$ cat config.mk
export PLATFORM = sky130hd
export DESIGN_NAME = rgb_to_hsv_pixel
export DESIGN_NICKNAME = d
export VERILOG_FILES = /design/src/design/rgb2hsv_pkg.sv /design/src/design/rgb_to_hsv_pixel.sv
export SDC_FILE = /design/constraint.sdc
export NUM_CORES = 1
export LEC_CHECK = 0
export BUFFER_PORTS_ARGS = -buffer_cell sky130_fd_sc_hd__buf_4
export CAP_MARGIN = 20
export CORE_AREA = 2 2 297 299
export CTS_BUF_LIST = sky130_fd_sc_hd__clkbuf_8
export DETAILED_ROUTE_END_ITERATION = 12
export DIE_AREA = 0 0 299 301
export HOLD_SLACK_MARGIN = 0.02
export PLACE_DENSITY = 0.54
export SETUP_SLACK_MARGIN = 0.02
export SLEW_MARGIN = 40
export SYNTH_ARGS = -nofsm -noshare
export SYNTH_HDL_FRONTEND = slang
export SYNTH_SLANG_ARGS = --single-unit
$ cat constraint.sdc
create_clock -name clk -period 9.3 [get_ports clk]
set_input_delay 0.465 -clock clk [delete_from_list [all_inputs] [get_ports clk]]
set_output_delay 0.465 -clock clk [all_outputs]
set_load 0.02 [all_outputs]
$ cat src/design/rgb2hsv_pkg.sv
package rgb2hsv_pkg;

  localparam int CHANNEL_BITS = 8;
  localparam int FRAC_BITS    = 12;
  localparam int HUE_BITS     = FRAC_BITS + 3;
  localparam int SAT_BITS     = FRAC_BITS + 1;
  // front stage, one stage per quotient bit, output register
  localparam int PIPE_STAGES  = FRAC_BITS + 2;
  localparam int LATENCY      = FRAC_BITS + 3;

  localparam logic [HUE_BITS-1:0] HUE_TWO  = HUE_BITS'(2 << FRAC_BITS);
  localparam logic [HUE_BITS-1:0] HUE_FOUR = HUE_BITS'(4 << FRAC_BITS);
  localparam logic [HUE_BITS-1:0] HUE_SIX  = HUE_BITS'(6 << FRAC_BITS);
  localparam logic [SAT_BITS-1:0] SAT_ONE  = SAT_BITS'(1 << FRAC_BITS);

  typedef enum logic [1:0] {
    SEC_RED,
    SEC_GREEN,
    SEC_BLUE
  } sector_t;

  typedef struct packed {
    logic [CHANNEL_BITS-1:0] red;
    logic [CHANNEL_BITS-1:0] green;
    logic [CHANNEL_BITS-1:0] blue;
  } hsv_in_t;

  typedef struct packed {
    logic [HUE_BITS-1:0]     hue;
    logic [SAT_BITS-1:0]     saturation;
    logic [CHANNEL_BITS-1:0] brightness;
  } hsv_out_t;

  typedef struct packed {
    logic [CHANNEL_BITS-1:0] rem_hue;
    logic [CHANNEL_BITS-1:0] rem_sat;
    logic [FRAC_BITS:0]      quo_hue;
    logic [FRAC_BITS:0]      quo_sat;
    logic [CHANNEL_BITS-1:0] chroma;
    logic [CHANNEL_BITS-1:0] bright;
    sector_t                 sector;
    logic                    neg;
  } pipe_t;

endpackage

$ cat src/design/rgb_to_hsv_pixel.sv
// Hexcone RGB to HSV, one pixel word per clock. A word is taken whenever start
// is high; busy is tied low since the pipeline never stalls. Each result shows
// on out_word for exactly one cycle with out_valid high, in input order; the
// receiver must take it then. The depth comes from the two restoring dividers
// (hue difference over chroma, chroma over value), which resolve one quotient
// bit per register stage, behind one max/min stage and ahead of one stage that
// adds the sextant base and registers the result.
module rgb_to_hsv_pixel (
  input  logic                  clk,
  input  logic                  rst_n,
  input  logic                  start,
  output logic                  busy,
  input  rgb2hsv_pkg::hsv_in_t  in_word,
  output logic                  out_valid,
  output rgb2hsv_pkg::hsv_out_t out_word
);
  import rgb2hsv_pkg::*;

  logic                    accept;
  logic [CHANNEL_BITS-1:0] max_c;
  logic [CHANNEL_BITS-1:0] min_c;
  logic [CHANNEL_BITS-1:0] p_c;
  logic [CHANNEL_BITS-1:0] q_c;
  sector_t                 sector_c;

  pipe_t                   stage_r   [0:PIPE_STAGES-1];
  pipe_t                   stage_nxt [0:PIPE_STAGES-1];
  logic [PIPE_STAGES-1:0]  valid_r;

  logic [HUE_BITS-1:0]     base_c;
  logic [HUE_BITS-1:0]     quo_ext_c;
  logic [HUE_BITS-1:0]     hue_c;
  hsv_out_t                out_word_r;
  hsv_out_t                out_word_nxt;
  logic                    out_valid_r;

  assign busy   = 1'b0;
  assign accept = start && !busy;

  // front stage: value, chroma, sector and the signed hue difference
  always_comb begin
    max_c = in_word.red;
    if (in_word.green > max_c) max_c = in_word.green;
    if (in_word.blue > max_c)  max_c = in_word.blue;
    min_c = in_word.red;
    if (in_word.green < min_c) min_c = in_word.green;
    if (in_word.blue < min_c)  min_c = in_word.blue;

    if (max_c == in_word.red) begin
      sector_c = SEC_RED;
      p_c      = in_word.green;
      q_c      = in_word.blue;
    end else if (max_c == in_word.green) begin
      sector_c = SEC_GREEN;
      p_c      = in_word.blue;
      q_c      = in_word.red;
    end else begin
      sector_c = SEC_BLUE;
      p_c      = in_word.red;
      q_c      = in_word.green;
    end

    stage_nxt[0].neg     = p_c < q_c;
    stage_nxt[0].rem_hue = (p_c < q_c) ? (q_c - p_c) : (p_c - q_c);
    stage_nxt[0].chroma  = max_c - min_c;
    stage_nxt[0].rem_sat = max_c - min_c;
    stage_nxt[0].bright  = max_c;
    stage_nxt[0].sector  = sector_c;
    stage_nxt[0].quo_hue = '0;
    stage_nxt[0].quo_sat = '0;
  end

  // divider stages: the first resolves the integer bit, the rest one
  // fraction bit each; remainders stay below a nonzero divisor
  for (genvar k = 0; k <= FRAC_BITS; k++) begin : g_div
    logic [CHANNEL_BITS:0] num_hue;
    logic [CHANNEL_BITS:0] num_sat;
    logic [CHANNEL_BITS:0] dif_hue;
    logic [CHANNEL_BITS:0] dif_sat;
    logic                  bit_hue;
    logic                  bit_sat;

    if (k == 0) begin : g_int
      assign num_hue = {1'b0, stage_r[k].rem_hue};
      assign num_sat = {1'b0, stage_r[k].rem_sat};
    end else begin : g_frac
      assign num_hue = {stage_r[k].rem_hue, 1'b0};
      assign num_sat = {stage_r[k].rem_sat, 1'b0};
    end

    assign dif_hue = num_hue - {1'b0, stage_r[k].chroma};
    assign dif_sat = num_sat - {1'b0, stage_r[k].bright};
    assign bit_hue = num_hue >= {1'b0, stage_r[k].chroma};
    assign bit_sat = num_sat >= {1'b0, stage_r[k].bright};

    always_comb begin
      stage_nxt[k+1]         = stage_r[k];
      stage_nxt[k+1].rem_hue = bit_hue ? dif_hue[CHANNEL_BITS-1:0]
                                       : num_hue[CHANNEL_BITS-1:0];
      stage_nxt[k+1].rem_sat = bit_sat ? dif_sat[CHANNEL_BITS-1:0]
                                       : num_sat[CHANNEL_BITS-1:0];
      stage_nxt[k+1].quo_hue = {stage_r[k].quo_hue[FRAC_BITS-1:0], bit_hue};
      stage_nxt[k+1].quo_sat = {stage_r[k].quo_sat[FRAC_BITS-1:0], bit_sat};
    end
  end

  always_ff @(posedge clk) begin
    for (int i = 0; i < PIPE_STAGES; i++) begin
      stage_r[i] <= stage_nxt[i];
    end
  end

  always_ff @(posedge clk) begin
    if (!rst_n) begin
      valid_r <= '0;
    end else begin
      valid_r[0] <= accept;
      for (int i = 1; i < PIPE_STAGES; i++) begin
        valid_r[i] <= valid_r[i-1];
      end
    end
  end

  // output stage: add the sextant base, wrap six to zero, zero hue and saturation for grey pixels
  always_comb begin
    case (stage_r[PIPE_STAGES-1].sector)
      SEC_RED:   base_c = stage_r[PIPE_STAGES-1].neg ? HUE_SIX : '0;
      SEC_GREEN: base_c = HUE_TWO;
      SEC_BLUE:  base_c = HUE_FOUR;
      default:   base_c = '0;
    endcase
    quo_ext_c = {2'b00, stage_r[PIPE_STAGES-1].quo_hue};
    hue_c     = stage_r[PIPE_STAGES-1].neg ? (base_c - quo_ext_c) : (base_c + quo_ext_c);

    out_word_nxt.brightness = stage_r[PIPE_STAGES-1].bright;
    if (stage_r[PIPE_STAGES-1].chroma == '0) begin
      out_word_nxt.hue        = '0;
      out_word_nxt.saturation = '0;
    end else begin
      out_word_nxt.hue        = (hue_c >= HUE_SIX) ? '0 : hue_c;
      out_word_nxt.saturation = stage_r[PIPE_STAGES-1].quo_sat;
    end
  end

  always_ff @(posedge clk) begin
    out_word_r <= out_word_nxt;
  end

  always_ff @(posedge clk) begin
    if (!rst_n) begin
      out_valid_r <= 1'b0;
    end else begin
      out_valid_r <= valid_r[PIPE_STAGES-1];
    end
  end

  assign out_valid = out_valid_r;
  assign out_word  = out_word_r;

`ifndef SYNTHESIS
  a_latency: assert property (@(posedge clk) disable iff (!rst_n)
    out_valid |-> $past(accept, LATENCY))
    else $error("result word without a matching start");

  a_sat_range: assert property (@(posedge clk) disable iff (!rst_n)
    out_valid |-> out_word.saturation <= SAT_ONE)
    else $error("saturation above one");

  a_hue_range: assert property (@(posedge clk) disable iff (!rst_n)
    out_valid |-> out_word.hue < HUE_SIX)
    else $error("hue not below six");

  a_div_rem: assert property (@(posedge clk) disable iff (!rst_n)
    (valid_r[PIPE_STAGES-1] && stage_r[PIPE_STAGES-1].chroma != '0) |->
      (stage_r[PIPE_STAGES-1].rem_hue < stage_r[PIPE_STAGES-1].chroma &&
       stage_r[PIPE_STAGES-1].rem_sat < stage_r[PIPE_STAGES-1].bright))
    else $error("divider remainder not below divisor");
`endif

endmodule

**Yosys cells after proc, flatten, opt, wreduce, memory -nomap -nowiden**

Memory sizes are Yosys's and may differ from the RTL's.
Index checks and enable logic that the tools add are counted.

- Reductions and logical operators: 3
- $add $sub $neg: 31
- Order comparisons: 32
- Equal/unequal tests: 4
- Muxes and demuxes: 40

Operators by type and width:

| operator | number |
|---|---|
| $mux W8 | 35 |
| $sub A8 B8 Y8 | 29 |
| $ge A9 B8 Y1 | 24 |
| $pmux W15 S3 | 1 |
| $mux W15 | 2 |
| $lt A8 B8 Y1 | 3 |
| $eq A8 B8 Y1 | 2 |
| $ge A8 B8 Y1 | 2 |
| $gt A8 B8 Y1 | 2 |
| $add A15 B13 Y15 | 1 |
| $ge A15 B15 Y1 const B | 1 |
| $sub A15 B13 Y15 | 1 |
| $logic_not A8 Y1 | 1 |
| $mux W2 | 2 |
| $eq A2 B1 Y1 const B | 1 |
| $eq A2 B2 Y1 const B | 1 |
| $logic_not A2 Y1 | 1 |
| $reduce_or A2 Y1 | 1 |

- Logic and storage cells: 116
- Bits of input ports: 27
- Register bits: 51
- Output and inout bits: 38
- RAM bits: 854
- Memories kept: 1

Memory list:

| name | depth | bits a word | rd ports | clocked after Yosys merged registers in | wr ports | RTL line | text |
|---|---|---|---|---|---|---|---|
| stage_r | 14 | 61 | 14 | 0 | 14 | rgb_to_hsv_pixel.sv:26 | `pipe_t stage_r [0:PIPE_STAGES-1];` |

**Logic depth before layout (Yosys ltp)**

- Depth after elaboration: 9
- Depth in mapped cells: 31
- Depth with buffers taken out: 28

**Worst setup path after synthesis**

No wires, ideal clock.

- Path type: input port to flip-flop
- Start point: input in_word[23] (netlist bit)
- End point: memory stage_r[0][58] (netlist bit)
- Data arrival time: 6.227 ns
- Slack: 2.946 ns
- Data required time: 9.173 ns
- Library setup time: 0.127 ns
- Buffers on the path: 2
- Stages on the path: 28
- Cells stage by stage: clkbuf_1 inv_1 ha_1 a21oi_1 o21ai_0 o21a_1 nor2_1 mux2i_1 ha_1 nand4_1 or2_2 nand2_1 o311ai_2 nand2_2 clkbuf_1 nor2_1 a21oi_1 a21oi_1 fa_1 a21oi_1 o211ai_1 o22ai_1 mux2_2 nand2_1 o311ai_0 a221oi_1 o21ai_0 xor2_1

RTL lines:

| item | RTL line | text |
|---|---|---|
| start: declaration | rgb_to_hsv_pixel.sv:13 | `input rgb2hsv_pkg::hsv_in_t in_word,` |
| end: declaration | rgb_to_hsv_pixel.sv:26 |  |

==> out/results.ini <==
[status]
outcome = finished, final reports clean

[placement]
numPortBuffers = 63
place.gp.congestion = 0.815
hpwl_mm = 34.7
place_area_um2 = 29300

[clock_tree]
cts_resized = 0
post_cts_buffers = 0
clockRootBuffer = clkbuf_8
path_clk_slew_ns = 0.06
cts_tree = yes
cts_made_buffers = 112
hold_buffers = 2
cts.sinks = 699
htreeDepth = 3
cts_max_path_buffers = 3
clkLatencyLatePin_ns = 0.70

[floorplan]
die_h_um = 301
io-pin-count = 65
die_x_um = 299
core.rowCount = 108
start_util = 0.318
coreArea_um2 = 86500
dieArea_um2 = 90000

[routing]
drt-total-wl_mm = 46.2
dr.pass1.iters = 5
wl_per_cell_um = 11.4
drcViolationCount = 0
avgViaCountPerCell = 4.24
ant_nets = 0
dr.first_iter.drc_count = 515
dr_total_vias = 17200

[synth]
synth_top_cell_area_share = 0.508
syn_nets = 2964
postSynth.asyncResetShare = 0
synth-seq-cells = 699
synth_top_cell_by_area = dfxtp_1
syn_area_um2 = 27500
yosys-top-cells-area = dfxtp_1 (51%), ha_1 (11%), mux2_2 (4.9%), inv_1 (4.9%), nor2_1 (3.7%)
synth_most_common_cell = dfxtp_1
ys.flop_type = dfxtp_1
syn_area_per_cell_um2 = 10.4
synthCells = 2657
ys_seq_area_frac = 0.508
synth_commonest_cells = dfxtp_1 (699), inv_1 (359), nor2_1 (269)
synth_cell_type_count = 65
yosys_warnings = 0
synth_edf_count = 0

[layout]
register_area_um2 = 14000
area_growth_pct = 15.4
utilization = 0.368
drive_gt1_frac = 0.135
multi_input_area_um2 = 12000
nNetsFinal = 3104
design_area_um2 = 31800
n_fill_cell = 8736

[grt]
grt_util_met1 = 0.110
grt_antenna_before_repair = 1
gr-usage-met3 = 0.0241
grt_pass1_vias = 17500
grt_max_degree = 28
gr-usage-met2 = 0.202
track_usage = 0.105
grt_remaining_overflow = 0
grt_pass1_wl_mm = 78.5
busiest_layer = met2

[timing]
report.final.setup_viol = 0
period_minus_slack_ns = 6.46
grt_setup_unrepaired = false
slew_headroom = 0.474
clock.fmax_ghz = 0.155
period_share = 0.694
final_max_slew_viol_count = 0
hold_viol_final = 0
setup_tns_ns = 0
tightest_slew_ns = 0.786
fin_skew_ns = 0.0372

[hold_path]
hp-start = in_word[6]
hold_class = in2reg
worstHoldEndpoint = stage_r[0][9]$_DFF_P_
min_path_cells = 3

[pwr]
swShare = 0.349
clkPwrFrac = 0.201
power.switching_mw = 4.79
leakagePower_nw = 14.7
seqPwrFrac = 0.368
p_int_mw = 8.92
comb_power_share = 0.432
irDropWorstVdd_mv = 0.151
power_mw = 13.7
powerDensity_nw_per_um2 = 431

[worst_setup_path]
rr_startpoint = stage_r[13][32]$_DFF_P_
crit_arrival_ns = 7.04
crit_type = in2reg
rrSetupSlack_ns = 5.87
endpoint_kind = flop
path_max_fanout = 26
reg2reg_to = out_word[33]$_SDFF_PP0_
worstPathRequired_ns = 9.88
rr_worst_depth = 11
cp-start-kind = input pin

[run]
cap_viol_max_count = 0

-- worst max-delay path by stage --
stage                 from                endpoint  slack, ns  depth (start not counted)
2_1_floorplan  in_word[23]  stage_r[0][58]$_DFF_P_       2.95                         28
3_3_place_gp   in_word[17]  stage_r[0][58]$_DFF_P_       1.99                         27
3_5_place_dp   in_word[17]  stage_r[0][58]$_DFF_P_       2.15                         27
4_1_cts        in_word[17]  stage_r[0][58]$_DFF_P_       2.93                         27
5_1_grt        in_word[17]  stage_r[0][58]$_DFF_P_       2.39                         27
6_report       in_word[17]  stage_r[0][58]$_DFF_P_       2.84                         27
-- layout make-up --
class | count | area share
clock inverters | 65 | 0.0150
multi-input cells | 1558 | 0.378
inverters | 359 | 0.0424
diodes | 1 | 0.0000787
well taps | 1155 | 0.0455
clock buffers | 145 | 0.0628
repair buffers | 67 | 0.0160
flip-flops and latches | 699 | 0.440
-- placed cells by master (no fill, tap or decap), types with 78 or more instances in the layout --
cell	n
dfxtp_1	699
inv_1	390
nor2_1	267
ha_1	253
clkbuf_8	145
o21ai_0	132
mux2_2	121
xnor2_1	90
a21oi_1	87
nand2_1	78
-- per-stage QoR --
step                      std cells  worst slack [ns]  hold WS [ns]
after floorplan                2657              2.95         0.310
after global placement         3836              1.99         0.310
after detailed placement       3836              2.15         0.312
after CTS                      4048              2.93        0.0856
after global routing           4049              2.39         0.129
final                          4049              2.84         0.171
-- flip-flops by register name (all words and copies together), names as in the netlist --
name / cells
out_word: 36
stage_r: 648
out_valid: 1
valid_r: 14
-- kinds of logic after synthesis --
group	Yosys count	share of synthesized area
mux	180	0.0709
buf+inv	400	0.0557
compound gates	392	0.0883
simple gates	567	0.0976
xor+xnor	138	0.0444
fa+ha+maj	280	0.135
flops	699	0.508
other cells	1	0.000136
-- per-layer routing --
| metal | share of wire | vias to the layer above |
|---|---|---|
| li1 | - | 9027 |
| met1 | 0.42 | 7785 |
| met2 | 0.52 | 226 |
| met3 | 0.036 | 113 |
| met4 | 0.030 | 0 |
| met5 | 0 | - |
-- worst max-delay path, stage by stage --
cell      delay (ns)
buf_4           0.13
inv_1           0.08
ha_1            0.28
nor2b_1         0.13
o211ai_1        0.19
a21oi_1         0.16
nor2_2          0.49
mux2i_1         0.32
ha_1            0.28
nor2b_1         0.13
o211ai_1        0.21
a21oi_1         0.15
o21ai_1         0.45
nand2_2         0.43
mux2i_1         0.23
a21o_1          0.25
fa_1            0.46
a21oi_1         0.21
o211ai_1        0.14
o22ai_1         0.16
buf_4           0.24
mux2_2          0.36
nand2_1         0.06
o311ai_0        0.12
a221oi_1        0.48
o21ai_0         0.20
xor2_1          0.18
-- power by group through the flow --
stage	registers [mW]	clock network (mW)	logic, mW
final	5.04	2.75	5.92
after global routing	5.20	3.00	6.80
after CTS	5.07	2.87	6.02
after detailed placement	5.12	0	5.97
after global placement	5.12	0	5.94
after floorplan	4.95	0	4.77
Power figures use the tool's default switching activity.
